## src/sv/assert_macros.svh

```systemverilog
// Assertion macros used by the top RTL file of the neighbor virial accumulator.
`ifndef ASSERT_MACROS_SVH
`define ASSERT_MACROS_SVH

// Property checked on every rising clock edge outside reset
`define NVA_ASSERT(lbl, prop, msg) \
    lbl: assert property (@(posedge aclk) disable iff (!aresetn) (prop)) else $error(msg);

// Same-cycle implication outside reset
`define NVA_ASSERT_IMP(lbl, ante, cons, msg) \
    lbl: assert property (@(posedge aclk) disable iff (!aresetn) (ante) |-> (cons)) \
        else $error(msg);

`endif

```

## src/sv/nva_pkg.sv

```systemverilog
// Package for the neighbor virial accumulator: sizes, codes, types and helpers.
`default_nettype none

package nva_pkg;

    // Store geometry
    localparam int MAX_ATOMS = 1024;
    localparam int ATOM_AW   = (MAX_ATOMS > 1) ? $clog2(MAX_ATOMS) : 1;
    localparam int NSLOT     = 9;
    localparam int NAXIS     = 3;
    localparam int VIR_W     = 64;
    localparam int ROW_W     = NSLOT * VIR_W;
    localparam int CNT_W     = 17;
    localparam logic [CNT_W-1:0] MAX_ATOMS_V = CNT_W'(MAX_ATOMS);

    // Saturation limits, Q32.32
    localparam logic [VIR_W-1:0] VMAX = {1'b0, {(VIR_W-1){1'b1}}};
    localparam logic [VIR_W-1:0] VMIN = {1'b1, {(VIR_W-1){1'b0}}};

    // Request codes
    localparam logic [1:0] REQ_ACC   = 2'd0;
    localparam logic [1:0] REQ_ATOM  = 2'd1;
    localparam logic [1:0] REQ_TOTAL = 2'd2;

    // Configuration register indexes
    localparam int CFG_IDX_W = 2;
    localparam logic [CFG_IDX_W-1:0] CFG_START = 2'd0;
    localparam logic [CFG_IDX_W-1:0] CFG_COUNT = 2'd1;

    // Controller states
    typedef enum logic [3:0] {
        ST_CLEAR,
        ST_IDLE,
        ST_NE,
        ST_LO,
        ST_HI,
        ST_SUM,
        ST_RND,
        ST_ADD,
        ST_WB,
        ST_RD,
        ST_EMIT
    } state_t;

    // Product unit steps
    typedef enum logic [2:0] {
        STEP_NONE,
        STEP_NE,
        STEP_LO,
        STEP_HI,
        STEP_SUM,
        STEP_RND
    } step_t;

    // Controls from the sequencer to the product unit
    typedef struct packed {
        logic       load;
        step_t      step;
        logic [1:0] b;
        logic [1:0] a;
    } prod_ctrl_t;

    // Signed 64-bit add with saturation
    function automatic logic [VIR_W-1:0] sat_add(input logic [VIR_W-1:0] x,
                                                 input logic [VIR_W-1:0] y);
        logic [VIR_W-1:0] s;
        s = x + y;
        if ((x[VIR_W-1] == y[VIR_W-1]) && (s[VIR_W-1] != x[VIR_W-1])) begin
            return x[VIR_W-1] ? VMIN : VMAX;
        end
        return s;
    endfunction

endpackage

`default_nettype wire

```

## src/sv/nva_product.sv

```systemverilog
// Product unit: one shared 32x32 multiplier forming the rounded Q32.32 terms n*e*r.
`default_nettype none

module nva_product import nva_pkg::*; (
    input  wire logic               aclk,
    input  wire prod_ctrl_t         ctrl,
    input  wire logic signed [31:0] net_deriv_value,
    input  wire logic signed [31:0] env_x,
    input  wire logic signed [31:0] env_y,
    input  wire logic signed [31:0] env_z,
    input  wire logic signed [31:0] rel_x,
    input  wire logic signed [31:0] rel_y,
    input  wire logic signed [31:0] rel_z,
    output logic [VIR_W-1:0]        prod
);

    // Operand magnitudes and signs, captured at accept
    logic [31:0] n_mag_reg;
    logic        n_neg_reg;
    logic [31:0] e_mag_reg [NAXIS];
    logic        e_neg_reg [NAXIS];
    logic [31:0] r_mag_reg [NAXIS];
    logic        r_neg_reg [NAXIS];

    // Intermediate results
    logic [63:0] ne_mag_reg [NAXIS];
    logic        ne_neg_reg [NAXIS];
    logic [63:0] plo_reg;
    logic [63:0] phi_reg;
    logic [63:0] q_reg;
    logic        ovf_reg;
    logic        rem_reg;
    logic        neg_reg;
    logic [VIR_W-1:0] p_reg;

    logic [31:0] mul_a;
    logic [31:0] mul_b;
    logic [63:0] mul_p;
    logic [95:0] sum96;
    logic [VIR_W-1:0] p_next;

    function automatic logic [31:0] mag32(input logic [31:0] v);
        return v[31] ? (~v + 32'd1) : v;
    endfunction

    // Shared multiplier operand select
    always_comb begin
        mul_a = ne_mag_reg[ctrl.b][31:0];
        mul_b = r_mag_reg[ctrl.a];
        case (ctrl.step)
            STEP_NE: begin
                mul_a = n_mag_reg;
                mul_b = e_mag_reg[ctrl.b];
            end
            STEP_HI: begin
                mul_a = ne_mag_reg[ctrl.b][63:32];
            end
            default: begin
            end
        endcase
    end

    assign mul_p = {32'd0, mul_a} * {32'd0, mul_b};

    // Combine the two partials of the Q48.48 product
    assign sum96 = {32'd0, plo_reg} + {phi_reg, 32'd0};

    // Floor to Q32.32 and saturate
    always_comb begin
        if (ovf_reg) begin
            p_next = neg_reg ? VMIN : VMAX;
        end else if (!neg_reg) begin
            p_next = q_reg[63] ? VMAX : q_reg;
        end else if (q_reg[63] || (rem_reg && (&q_reg[62:0]))) begin
            p_next = VMIN;
        end else begin
            // -(q + rem): rem set gives ~q, otherwise ~q + 1
            p_next = rem_reg ? ~q_reg : (~q_reg + 64'd1);
        end
    end

    always_ff @(posedge aclk) begin
        if (ctrl.load) begin
            n_mag_reg    <= mag32(net_deriv_value);
            n_neg_reg    <= net_deriv_value[31];
            e_mag_reg[0] <= mag32(env_x);
            e_mag_reg[1] <= mag32(env_y);
            e_mag_reg[2] <= mag32(env_z);
            e_neg_reg[0] <= env_x[31];
            e_neg_reg[1] <= env_y[31];
            e_neg_reg[2] <= env_z[31];
            r_mag_reg[0] <= mag32(rel_x);
            r_mag_reg[1] <= mag32(rel_y);
            r_mag_reg[2] <= mag32(rel_z);
            r_neg_reg[0] <= rel_x[31];
            r_neg_reg[1] <= rel_y[31];
            r_neg_reg[2] <= rel_z[31];
        end
        case (ctrl.step)
            STEP_NE: begin
                ne_mag_reg[ctrl.b] <= mul_p;
                ne_neg_reg[ctrl.b] <= n_neg_reg ^ e_neg_reg[ctrl.b];
            end
            STEP_LO: begin
                plo_reg <= mul_p;
            end
            STEP_HI: begin
                phi_reg <= mul_p;
            end
            STEP_SUM: begin
                q_reg   <= sum96[79:16];
                ovf_reg <= |sum96[95:80];
                rem_reg <= |sum96[15:0];
                neg_reg <= ne_neg_reg[ctrl.b] ^ r_neg_reg[ctrl.a];
            end
            STEP_RND: begin
                p_reg <= p_next;
            end
            default: begin
            end
        endcase
    end

    assign prod = p_reg;

endmodule

`default_nettype wire

```

## config.mk

```make
export PLATFORM = sky130hd
export DESIGN_NAME = nva_product
export DESIGN_NICKNAME = d
export VERILOG_FILES = /design/src/sv/assert_macros.svh /design/src/sv/nva_pkg.sv /design/src/sv/nva_product.sv
export SDC_FILE = /design/constraint.sdc
export NUM_CORES = 2
export LEC_CHECK = 0
export BUFFER_PORTS_ARGS = -buffer_cell sky130_fd_sc_hd__buf_4
export CELL_PAD_IN_SITES_DETAIL_PLACEMENT = 1
export CELL_PAD_IN_SITES_GLOBAL_PLACEMENT = 2
export CORE_AREA = 2 2 399 401
export CTS_BUF_LIST = sky130_fd_sc_hd__clkbuf_16
export DETAILED_ROUTE_END_ITERATION = 8
export DIE_AREA = 0 0 401 403
export GPL_TIMING_DRIVEN = 0
export PLACE_DENSITY_LB_ADDON = 0.1
export SYNTH_ARGS = -nofsm -noshare
export SYNTH_HDL_FRONTEND = slang
export SYNTH_SLANG_ARGS = --single-unit
```

## constraint.sdc

```tcl
create_clock -name aclk -period 12.75 [get_ports aclk]
set_clock_uncertainty 0.15 [all_clocks]
set_input_delay 1.275 -clock aclk [delete_from_list [all_inputs] [get_ports aclk]]
set_output_delay 1.275 -clock aclk [all_outputs]
set_load 0.01 [all_outputs]
```

==> metrics.txt <==
average wire per standard cell just over 30 um; Initial Util 0.416; Final period util 0.994; worst rel slew slack 0.0215; Global Route Usage Sum 0.335; Clock Pin Slew Worst Setup and Hold Paths about 0.06 ns; vias in the first global route between 50k and 60k; CTS tree done; Max Fclk slightly below 0.08 GHz; grt total ovfl 0; initial DRC count around 4.4k; Avg Cell Area, Syn 10.3 um^2; Final Hold Slack roughly 0.26 ns; Crit. End Element flop; Inserted Clock Buffers 73; Die Ht roughly 400 um; Mapped Nets between 7k and 8k; initial antenna violation count 40; Pre-Repair DR Iteration Count 5; synth unique cells 84; synthesis-stage register bit count ~690; Final Hold Fails 0; Hold Path Origin plo_reg[30]; Layout area overhead 12.7%; reg2reg start r_mag_reg[0][8]; DIE AREA between 0.15 and 0.2 mm^2; Hold WC Path Type flop to flop; Final ANT Viol Nets 0; Synth top area share 0.314; clock sinks approximately 690; post-synthesis cell count around 6.3k; top cells by area, synth edfxtp_1 31%, fa_1 27%, ha_1 5.8%; global-route wire length before repair 384,000 um; Routed WL ~270,000 um; status completed; CP max-delay cell clkbuf_1; Area after DPL 0.0712 mm^2; DRC Markers 0; htree depth 3; flop-to-flop setup slack about 1.3 ns; Worst Setup Path Type input port to flop; Synth Warn # 0; cell taking the most area after synthesis edfxtp_1; Seq/Total Area, Yosys 0.314; Post-Syn Area around 0.066 mm^2; most common library cells after synthesis 903 x inv_1, 897 x fa_1, 773 x nor2_1; largest net degree at the start of global routing around 130; final setup fails 0; Post-synth EDFFs about 690; Worst Path Max Fanout 10; Synth async-reset ratio 0; min Tclk post-route between 10 and 15 ns; Crit path top cell by count fa_1; Post-DP HPWL roughly 220,000 um; fin area 0.0739 mm^2; maxcap violations 0; top_reg_cell synth edfxtp_1; count leader, synth inv_1; Worst Setup SP ctrl[2]; max incr delay on CP 0.83 ns; Worst Path Required 12.95 ns; Setup crit start kind input port; clk_lat worst skew between 0.6 and 0.7 ns; Slew @ Worst Pin 1.47 ns; layout cell share with drive strength beyond 1 0.0981; Largest register FFs 192; CTS root buffer clkbuf_16; PortBufs 292; Ports around 300; Core ar. 0.157 mm^2; vias a little over 50k; row cnt around 150; Max Root-Sink Buffers 3; Crit path arrival time approximately 13 ns; Placer Congestion roughly 0.98; layout net count roughly 8.2k; Final Max Slew Viols 0; vias per cell about 5.7; Die W around 400 um
[cells in the final DEF, fill, tap and decap left out, drive strengths merged, types with 20 or more instances in the layout]
master	netlist	final
o41ai	30	30
o22ai	60	60
nand4	57	57
o31a	20	20
xor2	76	76
nor2	774	774
mux2i	174	174
a211oi	26	26
clkbuf	277	345
a21oi	158	158
or4	41	41
fa	897	897
ha	304	304
nor3	34	34
a21o	58	58
mux2	32	32
and3	28	28
inv	903	914
nor4	29	29
nor2b	58	58
nand2b	61	61
edfxtp	685	685
buf	34	370
xnor2	300	300
o31ai	77	77
clkinv	0	31
nand3	31	31
nand2	654	654
or3	53	53
or2	37	37
o21ai	205	205
[metal layers]
layer  track usage  routed length [um]
met5             0                  87
met4         0.174               16900
met3        0.0617               20800
met2         0.536              124000
met1         0.435              109000
[kinds of logic (layout without fill, tap and decap cells)]
logic type | count (synthesis) | in the layout | synth area share
AND/OR/NAND/NOR | 1918 | 1918 | 0.131
buffers and inverters | 1214 | 1682 | 0.0697
adder cells (fa/ha/maj) | 1201 | 1201 | 0.332
AO/OA/AOI/OAI | 741 | 741 | 0.0718
flip-flops | 685 | 685 | 0.314
XOR/XNOR | 376 | 376 | 0.0502
multiplexers | 206 | 206 | 0.0321
other | 0 | 11 | 0
[what timing repair did]
item                       CTS  global route
gates resized for setup     65            82
buffers inserted             0             0
hold buffers                 0             0
setup endpoints to repair  170           130
[path summary, 6_finish.rpt]
check                                    to  cells past startpoint
worst min-delay path              q_reg[14]                      0
worst min register to register    q_reg[14]                      0
worst max-delay path            plo_reg[57]                     29
worst max register to register  plo_reg[57]                     27
[critical path, delay by kind of cell]
family          cells  cell delay [ns]
buf+inv             5             2.41
xor+xnor            1             0.56
compound gates      7             2.32
fa+ha+maj           9             4.65
mux                 1             0.21
simple gates        6             1.38
[metrics by stage]
step	cells	TNS [ns]	util	worst slack, ns
2_1_floorplan	6341	0	-	2.17
3_3_place_gp	8705	-475.75	0.447	-3.00
3_5_place_dp	8759	-261.13	0.452	-2.26
4_1_cts	8886	-0.239	0.468	-0.0451
5_1_grt	8886	-0.0358	0.469	-0.00722
6_report	8892	0	0.469	0.0756
[area by class of cell]
| cell class | count | area [um^2] |
|---|---|---|
| antenna | 11 | 27.5 |
| buffer | 304 | 1290 |
| clock buffer | 76 | 1900 |
| clock inverter | 53 | 437 |
| fill | 17400 | 83600 |
| inverter | 903 | 3390 |
| multi-input combinational | 4442 | 40900 |
| sequential | 685 | 20600 |
| tap | 2072 | 2590 |
| timing repair buffer | 346 | 2820 |
Power is left out: the tool's default activity adds up to more than one toggle a clock period on the data nets, which glitch-free logic cannot reach.
