[src/sv/assert_macros.svh]
// Assertion macros used by the top RTL file of the neighbor virial accumulator.
`ifndef ASSERT_MACROS_SVH
`define ASSERT_MACROS_SVH

// Property checked on every rising clock edge outside reset
`define NVA_ASSERT(lbl, prop, msg) \
    lbl: assert property (@(posedge aclk) disable iff (!aresetn) (prop)) else $error(msg);

// Same-cycle implication outside reset
`define NVA_ASSERT_IMP(lbl, ante, cons, msg) \
    lbl: assert property (@(posedge aclk) disable iff (!aresetn) (ante) |-> (cons)) \
        else $error(msg);

`endif

[src/sv/nva_ram.sv]
// Generic single-write, single-read synchronous RAM with registered read data.
`default_nettype none

module nva_ram #(
    parameter int WIDTH = 8,
    parameter int DEPTH = 16,
    localparam int AW = (DEPTH > 1) ? $clog2(DEPTH) : 1
) (
    input  wire logic             clk,
    input  wire logic             we,
    input  wire logic [AW-1:0]    waddr,
    input  wire logic [WIDTH-1:0] wdata,
    input  wire logic             re,
    input  wire logic [AW-1:0]    raddr,
    output logic      [WIDTH-1:0] rdata
);

    logic [WIDTH-1:0] mem [DEPTH];

    always_ff @(posedge clk) begin
        if (we) begin
            mem[waddr] <= wdata;
        end
        if (re) begin
            rdata <= mem[raddr];
        end
    end

endmodule

`default_nettype wire

[config.mk]
export PLATFORM = sky130hd
export DESIGN_NAME = nva_ram
export DESIGN_NICKNAME = d
export VERILOG_FILES = /design/src/sv/assert_macros.svh /design/src/sv/nva_ram.sv
export SDC_FILE = /design/constraint.sdc
export NUM_CORES = 1
export LEC_CHECK = 0
export BUFFER_PORTS_ARGS = -buffer_cell sky130_fd_sc_hd__clkbuf_2
export CAP_MARGIN = 20
export CORE_UTILIZATION = 45
export DETAILED_ROUTE_END_ITERATION = 8
export GPL_ROUTABILITY_DRIVEN = 0
export PLACE_DENSITY = 0.63
export RECOVER_POWER = 100
export SETUP_SLACK_MARGIN = 0.3
export SYNTH_ARGS = -nofsm -noshare
export SYNTH_HDL_FRONTEND = slang
export SYNTH_SLANG_ARGS = --single-unit
[constraint.sdc]
create_clock -name clk -period 2.5 [get_ports clk]
set_clock_uncertainty 0.05 [all_clocks]
set_input_delay 0 -clock clk [delete_from_list [all_inputs] [get_ports clk]]
set_output_delay 0 -clock clk [all_outputs]
set_load 0.02 [all_outputs]
==> results of run 1 <==
## how the worst min path moves through the flow
stage                       to     start  depth (start not counted)
global placement    mem[13][0]  wdata[0]                          1
finish               mem[6][4]  wdata[4]                          1
CTS                  mem[6][4]  wdata[4]                          1
floorplan            mem[0][0]  wdata[0]                          0
detailed placement  mem[12][0]  wdata[0]                          1
global route         mem[6][4]  wdata[4]                          1
## critical path, cell delays in order, from the launching register on
cell and delay (ns):
edfxtp_1 0.36, mux4_2 0.47, a22oi_1 0.28, nand2_1 0.13
## flip-flops by register name, indices dropped and copies added, names as in the netlist
signal  count
mem       128
rdata       8
## layout make-up
cell class | instances | area [µm²] | share of cell area (%)
well taps | 140 | 175 | 2.85
multi-input cells | 83 | 1060 | 17.2
repair buffers | 49 | 268 | 4.35
flip-flops and latches | 136 | 4080 | 66.4
clock buffers | 21 | 440 | 7.16
clock inverters | 11 | 130 | 2.11
## cells by family after synthesis
logic type,after synthesis
buf+inv,10
simple gates,35
mux,32
flops,136
compound gates,16
## metal layers
layer / up-vias / track usage (%) / share of wire (%)
met5: - / 0 / 0
met4: 0 / 6.86 / 1.1
met3: 10 / 4.68 / 4.2
met2: 63 / 28.3 / 50
met1: 1234 / 25.1 / 45
li1: 1102 / - / -
## layout by cell type (no fill, tap or decap), drive strengths merged, types with 2 or more instances in the layout
master | Yosys | layout
a22oi | 16 | 16
buf | 7 | 5
bufinv | 0 | 3
clkbuf | 0 | 58
clkinv | 0 | 6
clkinvlp | 0 | 2
dlygate4sd3 | 0 | 7
edfxtp | 136 | 136
mux4 | 32 | 32
nand2 | 9 | 9
nand2b | 2 | 2
nand3b | 2 | 2
nor2 | 13 | 13
nor3 | 4 | 4
## timing repair
| item | 4_1_cts | 5_1_grt |
|---|---|---|
| hold buffers | 7 | 0 |
| setup endpoints to repair | 0 | 0 |
| setup buffers | 0 | 0 |
| hold endpoints to repair | 96 | 0 |
## where the power goes
part           internal [mW]  leakage, nW  switching, mW
combinational         0.0975        0.492          0.143
sequential              2.57         1.24         0.0138
clock                   1.55        0.271          0.843
total                   4.22         2.00           1.00
==> impl_metrics.env, run 1 <==
export IMPL_cts_resized=0
export IMPL_cts_tree="done"
export IMPL_wl_mm=9.74
export IMPL_grt_max_degree=23
export IMPL_synth_mux_area_share_pct=14.8
export IMPL_antenna_found_initial=0
export IMPL_netlist_area_um2=5230
export IMPL_clockBufferDepth=2
export IMPL_viasPerCell=5.48
export IMPL_drive_above_1_share_pct=18.3
export IMPL_fp_row_count=38
export IMPL_grt_first_pass_wirelength_mm=14.6
export IMPL_post_place_cells=401
export IMPL_synth_area_leader_cell="edfxtp_1"
export IMPL_core_area_um2=11100
export IMPL_fmax_ghz=0.649
export IMPL_clk_latency_ns=0.40
export IMPL_grt_overflow=0
export IMPL_worstPathMaxFanout=1
export IMPL_synthSimpleGateAreaFrac_pct=3.14
export IMPL_syn2layout_area_growth_pct=17.7
export IMPL_crit_required_ns=2.59
export IMPL_ys_async_sr_fraction_pct=0
export IMPL_hold_violations=0
export IMPL_p_leak_nw=2.00
export IMPL_synth_ff_type="edfxtp_1"
export IMPL_finalSetupTns_ns=0
export IMPL_cts_buffers=17
export IMPL_io_buffers=26
export IMPL_fin_nets=306
export IMPL_dr_first_iter_drc_count=145
export IMPL_crit_type="reg2reg"
export IMPL_maxSlewViolCount=0
export IMPL_postPlaceCellArea_um2=5580
export IMPL_synth_top_family_by_area="multiplexers"
export IMPL_status="complete, no violations"
export IMPL_p_total_mw=5.22
export IMPL_first_pass_iters=4
export IMPL_reg2reg_from="mem[3][4]"
export IMPL_final_cells=440
export IMPL_synth_seq_area_share_pct=78.1
export IMPL_root_buffer="clkbuf_16"
export IMPL_ys_warn_count=0
export IMPL_grtUsageTotal_pct=18.3
export IMPL_ios=27
export IMPL_post_route_util_pct=55.6
export IMPL_tightest_slew_ns=0.952
export IMPL_fin_crit_ns=1.54
export IMPL_synth_adder_area_share_pct=0
export IMPL_synth_commonest_cells="edfxtp_1 (136), mux4_2 (18), a22oi_1 (16)"
export IMPL_synth_distinct_cells=18
export IMPL_timing_final_crit_share_pct=61.7
export IMPL_antenna_cells=0
export IMPL_clock_sinks=136
export IMPL_synth_edff_count=136
export IMPL_die_h_um=110
export IMPL_ys_seq_elements=136
export IMPL_avgRoutedWirePerCell_um=22.1
export IMPL_dp_hpwl_mm=6.24
export IMPL_critPathLaunchType="register"
export IMPL_reg2reg_depth=3
export IMPL_synth_area_leaders="edfxtp_1 (78%), mux4_2 (7.8%), mux4_1 (7.0%), a22oi_1 (2.3%), nor2_1 (0.93%)"
export IMPL_slew_headroom_pct=36.3
export IMPL_hp_class="in2reg"
export IMPL_critical_path_startpoint="mem[3][4]"
export IMPL_synth_most_common_cell="edfxtp_1"
export IMPL_initial_core_util_pct=47.2
export IMPL_setup_violations=0
export IMPL_drc=0
export IMPL_syn_nets=248
export IMPL_grt_pass1_vias=2470
export IMPL_hold_worst_slack_ns=0.134
export IMPL_peakVddDrop_uv=473
export IMPL_synth_compound_area_share_pct=2.30
export IMPL_cp_data_arrival_time_ns=1.63
export IMPL_htree_levels=4
export IMPL_crit_path_end="rdata[4]"
export IMPL_synthXorXnorAreaFrac_pct=0
export IMPL_die_area_um2=12100
export IMPL_yosysTopAreaCellShare_pct=78.1
export IMPL_fillCellCount=837
export IMPL_regToRegSetupSlack_ns=0.96
export IMPL_drv_cap=0
export IMPL_syn_area_per_cell_um2=22.8
export IMPL_pwr_density_cell_nw_per_um2=848
export IMPL_ant_nets=0
export IMPL_fin_ws_ns=0.958
export IMPL_pre_cts_ws_ns=0.538
export IMPL_num_vias=2409
export IMPL_rsz0062_at_grt="no"
export IMPL_syn_inst=229
export IMPL_die_w_um=110
export IMPL_stdcell_area_um2=6150
export IMPL_critPathCaptureType="register"
export IMPL_r2r_end="rdata[4]"
export IMPL_path_clk_slew_ns=0.05
Note: power is estimated with default switching activity, not from simulation.
==> inputs of run 2 (changes only) <==
clock period = 1.6 ns   (was 2.5 ns; I/O delays follow)
==> impl_metrics.env, run 2 (synthesized netlist as in run 1, its figures left out) <==
export IMPL_status="complete, no violations"
export IMPL_fin_ws_ns=0.0859
export IMPL_critical_path_startpoint="mem[7][3]"
export IMPL_hold_violations=0
export IMPL_pre_cts_ws_ns=-0.0225
export IMPL_ios=27
export IMPL_num_vias=2458
export IMPL_worstHoldPathCells=1
export IMPL_crit_type="reg2reg"
export IMPL_r2r_end="rdata[3]"
export IMPL_viasPerCell=5.51
export IMPL_crit_required_ns=1.70
export IMPL_reg2reg_from="mem[7][3]"
export IMPL_io_buffers=26
export IMPL_dr_first_iter_drc_count=183
export IMPL_reg2reg_depth=3
export IMPL_cp_data_arrival_time_ns=1.62
export IMPL_top_register="mem"
export IMPL_rsz0062_at_grt="yes"
export IMPL_final_common_cell="edfxtp_1"
export IMPL_peakVddDrop_uv=749
export IMPL_drive_above_1_share_pct=26.1
export IMPL_fp_row_count=38
export IMPL_hp_class="in2reg"
export IMPL_clk_latency_ns=0.40
export IMPL_pwr_density_cell_nw_per_um2=1300
export IMPL_root_buffer="clkbuf_16"
export IMPL_die_w_um=110
export IMPL_tightest_slew_ns=0.816
export IMPL_drc=0
export IMPL_largest_reg_flops=128
export IMPL_fin_crit_ns=1.51
export IMPL_fin_nets=312
export IMPL_grt_first_pass_wirelength_mm=15.3
export IMPL_critPathLaunchType="register"
export IMPL_core_area_um2=11100
export IMPL_grt_pass1_vias=2608
export IMPL_drv_cap=0
export IMPL_die_area_um2=12100
export IMPL_initial_core_util_pct=47.2
export IMPL_maxSlewViolCount=0
export IMPL_cts_tree="done"
export IMPL_syn2layout_area_growth_pct=18.1
export IMPL_grtUsageTotal_pct=19.0
export IMPL_die_h_um=110
export IMPL_antenna_found_initial=0
export IMPL_clock_sinks=136
export IMPL_p_total_mw=8.03
export IMPL_crit_path_end="rdata[3]"
export IMPL_antenna_cells=0
export IMPL_worstPathMaxFanout=1
export IMPL_clockBufferDepth=2
export IMPL_setup_violations=0
export IMPL_wl_mm=10.2
export IMPL_avgRoutedWirePerCell_um=22.8
export IMPL_path_clk_slew_ns=0.06
export IMPL_first_pass_iters=4
export IMPL_regToRegSetupSlack_ns=0.09
export IMPL_slew_headroom_pct=45.6
export IMPL_timing_final_crit_share_pct=94.6
export IMPL_ant_nets=0
export IMPL_fmax_ghz=0.660
export IMPL_critPathCaptureType="register"
export IMPL_cts_buffers=17
export IMPL_reg_top3="mem: 128 flops, rdata: 8 flops"
export IMPL_p_leak_nw=1.95
export IMPL_grt_max_degree=18
export IMPL_layout_common_cells="edfxtp_1 (136), clkbuf_1 (38), mux4_2 (32), clkbuf_16 (17), nor2_1 (13)"
export IMPL_grt_overflow=0
export IMPL_post_route_util_pct=55.7
export IMPL_htree_levels=4
export IMPL_dp_hpwl_mm=6.54
## run 2: cell count changes in the layout (fill, tap and decap cells not counted), sizes merged
cell         delta
dlygate4sd3     -2
clkinvlp        +3
clkinv          -1
bufinv          -2
buf             +3
clkbuf          +2
inv             +3
## run 2: what timing repair did
action / CTS / global route
buffers inserted: 0 / 0
endpoints found under the hold margin: 59 / 0
hold buffers: 5 / 0
setup endpoints to repair: 8 / 8
pin swaps: 2 / 1
resized for setup: 6 / 2
## run 2: through the flow
stage               setup TNS, ns  hold WS (ns)  std cells  cell area (µm²)
floorplan                       0        0.0489        229             5180
global placement          -0.0624         0.367        409             5640
detailed placement        -0.0544         0.371        409             5640
CTS                             0        0.0137        446             6280
global route                    0         0.133        446             6170
finish                          0         0.116        446             6170
## run 2: layer usage
layer	track usage (%)	part of all wire (%)
met1	24.5	40
met5	0	0
met4	7.14	1.5
met2	31.7	52
met3	4.39	6.4
## run 2: how the worst min path moves through the flow
stage                  start         end  slack (ns)
floorplan           wdata[0]   mem[0][0]        0.05
global route        wdata[2]  mem[11][2]        0.13
finish              wdata[2]  mem[10][2]        0.12
CTS                 wdata[2]  mem[10][2]        0.01
global placement    wdata[1]   mem[8][1]        0.37
detailed placement        re    rdata[6]        0.37
## run 2: layout make-up
type                       instances  area, µm²
timing repair buffer              55        337
multi-input combinational         83       1020
fill                             868       4900
clock inverter                    14        125
clock buffer                      18        429
sequential                       136       4080
tap                              140        175
## run 2: worst max-delay path, cell delays in order (launching register included)
cell	delay, ns
edfxtp_1	0.36
mux4_2	0.49
a22oi_1	0.27
nand2_1	0.09
## run 2: where the power goes
part / internal [mW] / total (mW) / leakage [nW] / switching, mW
sequential: 4.02 / 4.04 / 1.24 / 0.0246
clock: 2.14 / 3.58 / 0.257 / 1.44
combinational: 0.175 / 0.415 / 0.460 / 0.240
total: 6.33 / 8.03 / 1.95 / 1.70
==> inputs of run 3 (changes only) <==
CTS_CLUSTER_SIZE = 14   (was default)
MAX_ROUTING_LAYER = met4   (was default)
clock period = 1.4 ns   (was 1.6 ns; I/O delays follow)
==> impl_metrics.env, run 3 (synthesized netlist as in run 1, its figures left out) <==
export IMPL_status="finished with violations"
export IMPL_violations="setup timing"
export IMPL_viasPerCell=5.52
export IMPL_fp_row_count=38
export IMPL_cp_data_arrival_time_ns=1.55
export IMPL_peakVddDrop_uv=869
export IMPL_grt_first_pass_wirelength_mm=15.2
export IMPL_core_area_um2=11100
export IMPL_post_place_cells=406
export IMPL_fin_nets=312
export IMPL_grt_max_degree=22
export IMPL_r2r_end="rdata[1]"
export IMPL_dp_hpwl_mm=6.10
export IMPL_fillCellCount=828
export IMPL_p_leak_nw=2.04
export IMPL_initial_core_util_pct=47.2
export IMPL_cts_buffers=17
export IMPL_worstPathMaxFanout=1
export IMPL_regToRegSetupSlack_ns=-0.05
export IMPL_fin_crit_ns=1.45
export IMPL_pwr_density_cell_nw_per_um2=1630
export IMPL_max_stage_delay_ns=0.48
export IMPL_ant_nets=0
export IMPL_path_clk_slew_ns=0.06
export IMPL_antenna_cells=0
export IMPL_critical_path_startpoint="mem[11][1]"
export IMPL_crit_required_ns=1.50
export IMPL_drive_above_1_share_pct=26.8
export IMPL_grt_pass1_vias=2545
export IMPL_die_area_um2=12100
export IMPL_drc=0
export IMPL_slew_headroom_pct=37.0
export IMPL_crit_type="reg2reg"
export IMPL_largest_reg_flops=128
export IMPL_crit_slowest_cell="mux4_2"
export IMPL_p_total_mw=10.3
export IMPL_clk_latency_ns=0.41
export IMPL_critical_path_top_delay_family="multiplexers"
export IMPL_fmax_ghz=0.689
export IMPL_syn2layout_area_growth_pct=21.7
export IMPL_maxSlewViolCount=0
export IMPL_wl_mm=9.81
export IMPL_finalSetupTns_ns=-0.0979
export IMPL_root_buffer="clkbuf_16"
export IMPL_critPathCaptureType="register"
export IMPL_rsz0062_at_grt="yes"
export IMPL_reg2reg_depth=3
export IMPL_cp_num_buf_inv=0
export IMPL_top_register="mem"
export IMPL_grt_overflow=0
export IMPL_io_buffers=26
export IMPL_clockBufferDepth=2
export IMPL_crit_chain="mux4_2 -> a22oi_2 -> nand2_1"
export IMPL_path_depth=3
export IMPL_die_h_um=110
export IMPL_final_common_cell="edfxtp_1"
export IMPL_drv_cap=0
export IMPL_dr_first_iter_drc_count=214
export IMPL_ios=27
export IMPL_antenna_found_initial=0
export IMPL_hold_violations=0
export IMPL_avgRoutedWirePerCell_um=22.0
export IMPL_clock_sinks=136
export IMPL_postCtsSetupRepairBufs=0
export IMPL_critPathLaunchType="register"
export IMPL_tightest_slew_ns=0.943
export IMPL_setup_violations=6
export IMPL_cts_tree="done"
export IMPL_grtUsageTotal_pct=19.4
export IMPL_first_pass_iters=5
export IMPL_num_vias=2464
export IMPL_post_route_util_pct=57.4
export IMPL_reg_top3="mem: 128 flops, rdata: 8 flops"
export IMPL_timing_final_crit_share_pct=104
export IMPL_fin_ws_ns=-0.0506
export IMPL_die_w_um=110
export IMPL_reg2reg_from="mem[11][1]"
export IMPL_layout_common_cells="edfxtp_1 (136), clkbuf_1 (35), mux4_2 (32), clkbuf_16 (17), nor2_1 (13)"
export IMPL_htree_levels=4
export IMPL_final_cells=446
export IMPL_hp_class="in2reg"
export IMPL_crit_path_end="rdata[1]"
==> run 3: per-layer routing <==
metal | global-route usage, % | part of all wire, % | vias to the layer above
li1 | - | - | 1095
met1 | 24.7 | 44 | 1286
met2 | 29.5 | 50 | 69
met3 | 5.63 | 5.2 | 14
met4 | 7.71 | 1.4 | 0
met5 | - | 0 | -
==> run 3: worst reg2reg max path: cells and delay by family (launching register included) <==
kind	cells	cell delay [ns]
flip-flops	1	0.36
multiplexers	1	0.48
AO/OA/AOI/OAI	1	0.19
AND/OR/NAND/NOR	1	0.11
==> run 3: report_power, final <==
group	internal (mW)	leakage [nW]	switching [mW]	total (mW)
clock network	3.68	0.341	1.57	5.25
logic	0.205	0.467	0.273	0.478
registers	4.59	1.24	0.0252	4.62
total	8.47	2.04	1.87	10.3
==> run 3: per-stage QoR <==
stage / worst slack (ns) / area [µm²] / hold slack, ns
after floorplan: 0.0836 / 5210 / 0.0489
after global placement: -0.185 / 5700 / 0.370
after detailed placement: -0.206 / 5700 / 0.372
after CTS: -0.0743 / 6500 / 0.0119
after global routing: -0.0880 / 6360 / 0.176
final: -0.0506 / 6360 / 0.118
==> run 3: how the worst min path moves through the flow <==
stage          slack, ns  cells after the start    endpoint  startpoint
2_1_floorplan       0.05                      0   mem[0][0]    wdata[0]
5_1_grt             0.18                      1  mem[15][0]    wdata[0]
6_report            0.12                      1  mem[15][0]    wdata[0]
4_1_cts             0.01                      1  mem[15][0]    wdata[0]
3_5_place_dp        0.37                      1    rdata[3]          re
3_3_place_gp        0.37                      1    rdata[2]          re
==> run 3: layout make-up <==
| class | count | area [µm²] | area share, % |
|---|---|---|---|
| multi-input combinational | 83 | 1050 | 16.6 |
| clock inverter | 15 | 278 | 4.36 |
| sequential | 136 | 4080 | 64.2 |
| tap | 140 | 175 | 2.75 |
| clock buffer | 17 | 425 | 6.69 |
| timing repair buffer | 55 | 347 | 5.45 |
==> run 3: repair_timing <==
| action | CTS | global route |
|---|---|---|
| endpoints found under the setup margin | 8 | 8 |
| pin swaps | 1 | 3 |
| gates resized for setup | 3 | 6 |
| hold buffers | 8 | 0 |
| endpoints found under the hold margin | 120 | 0 |
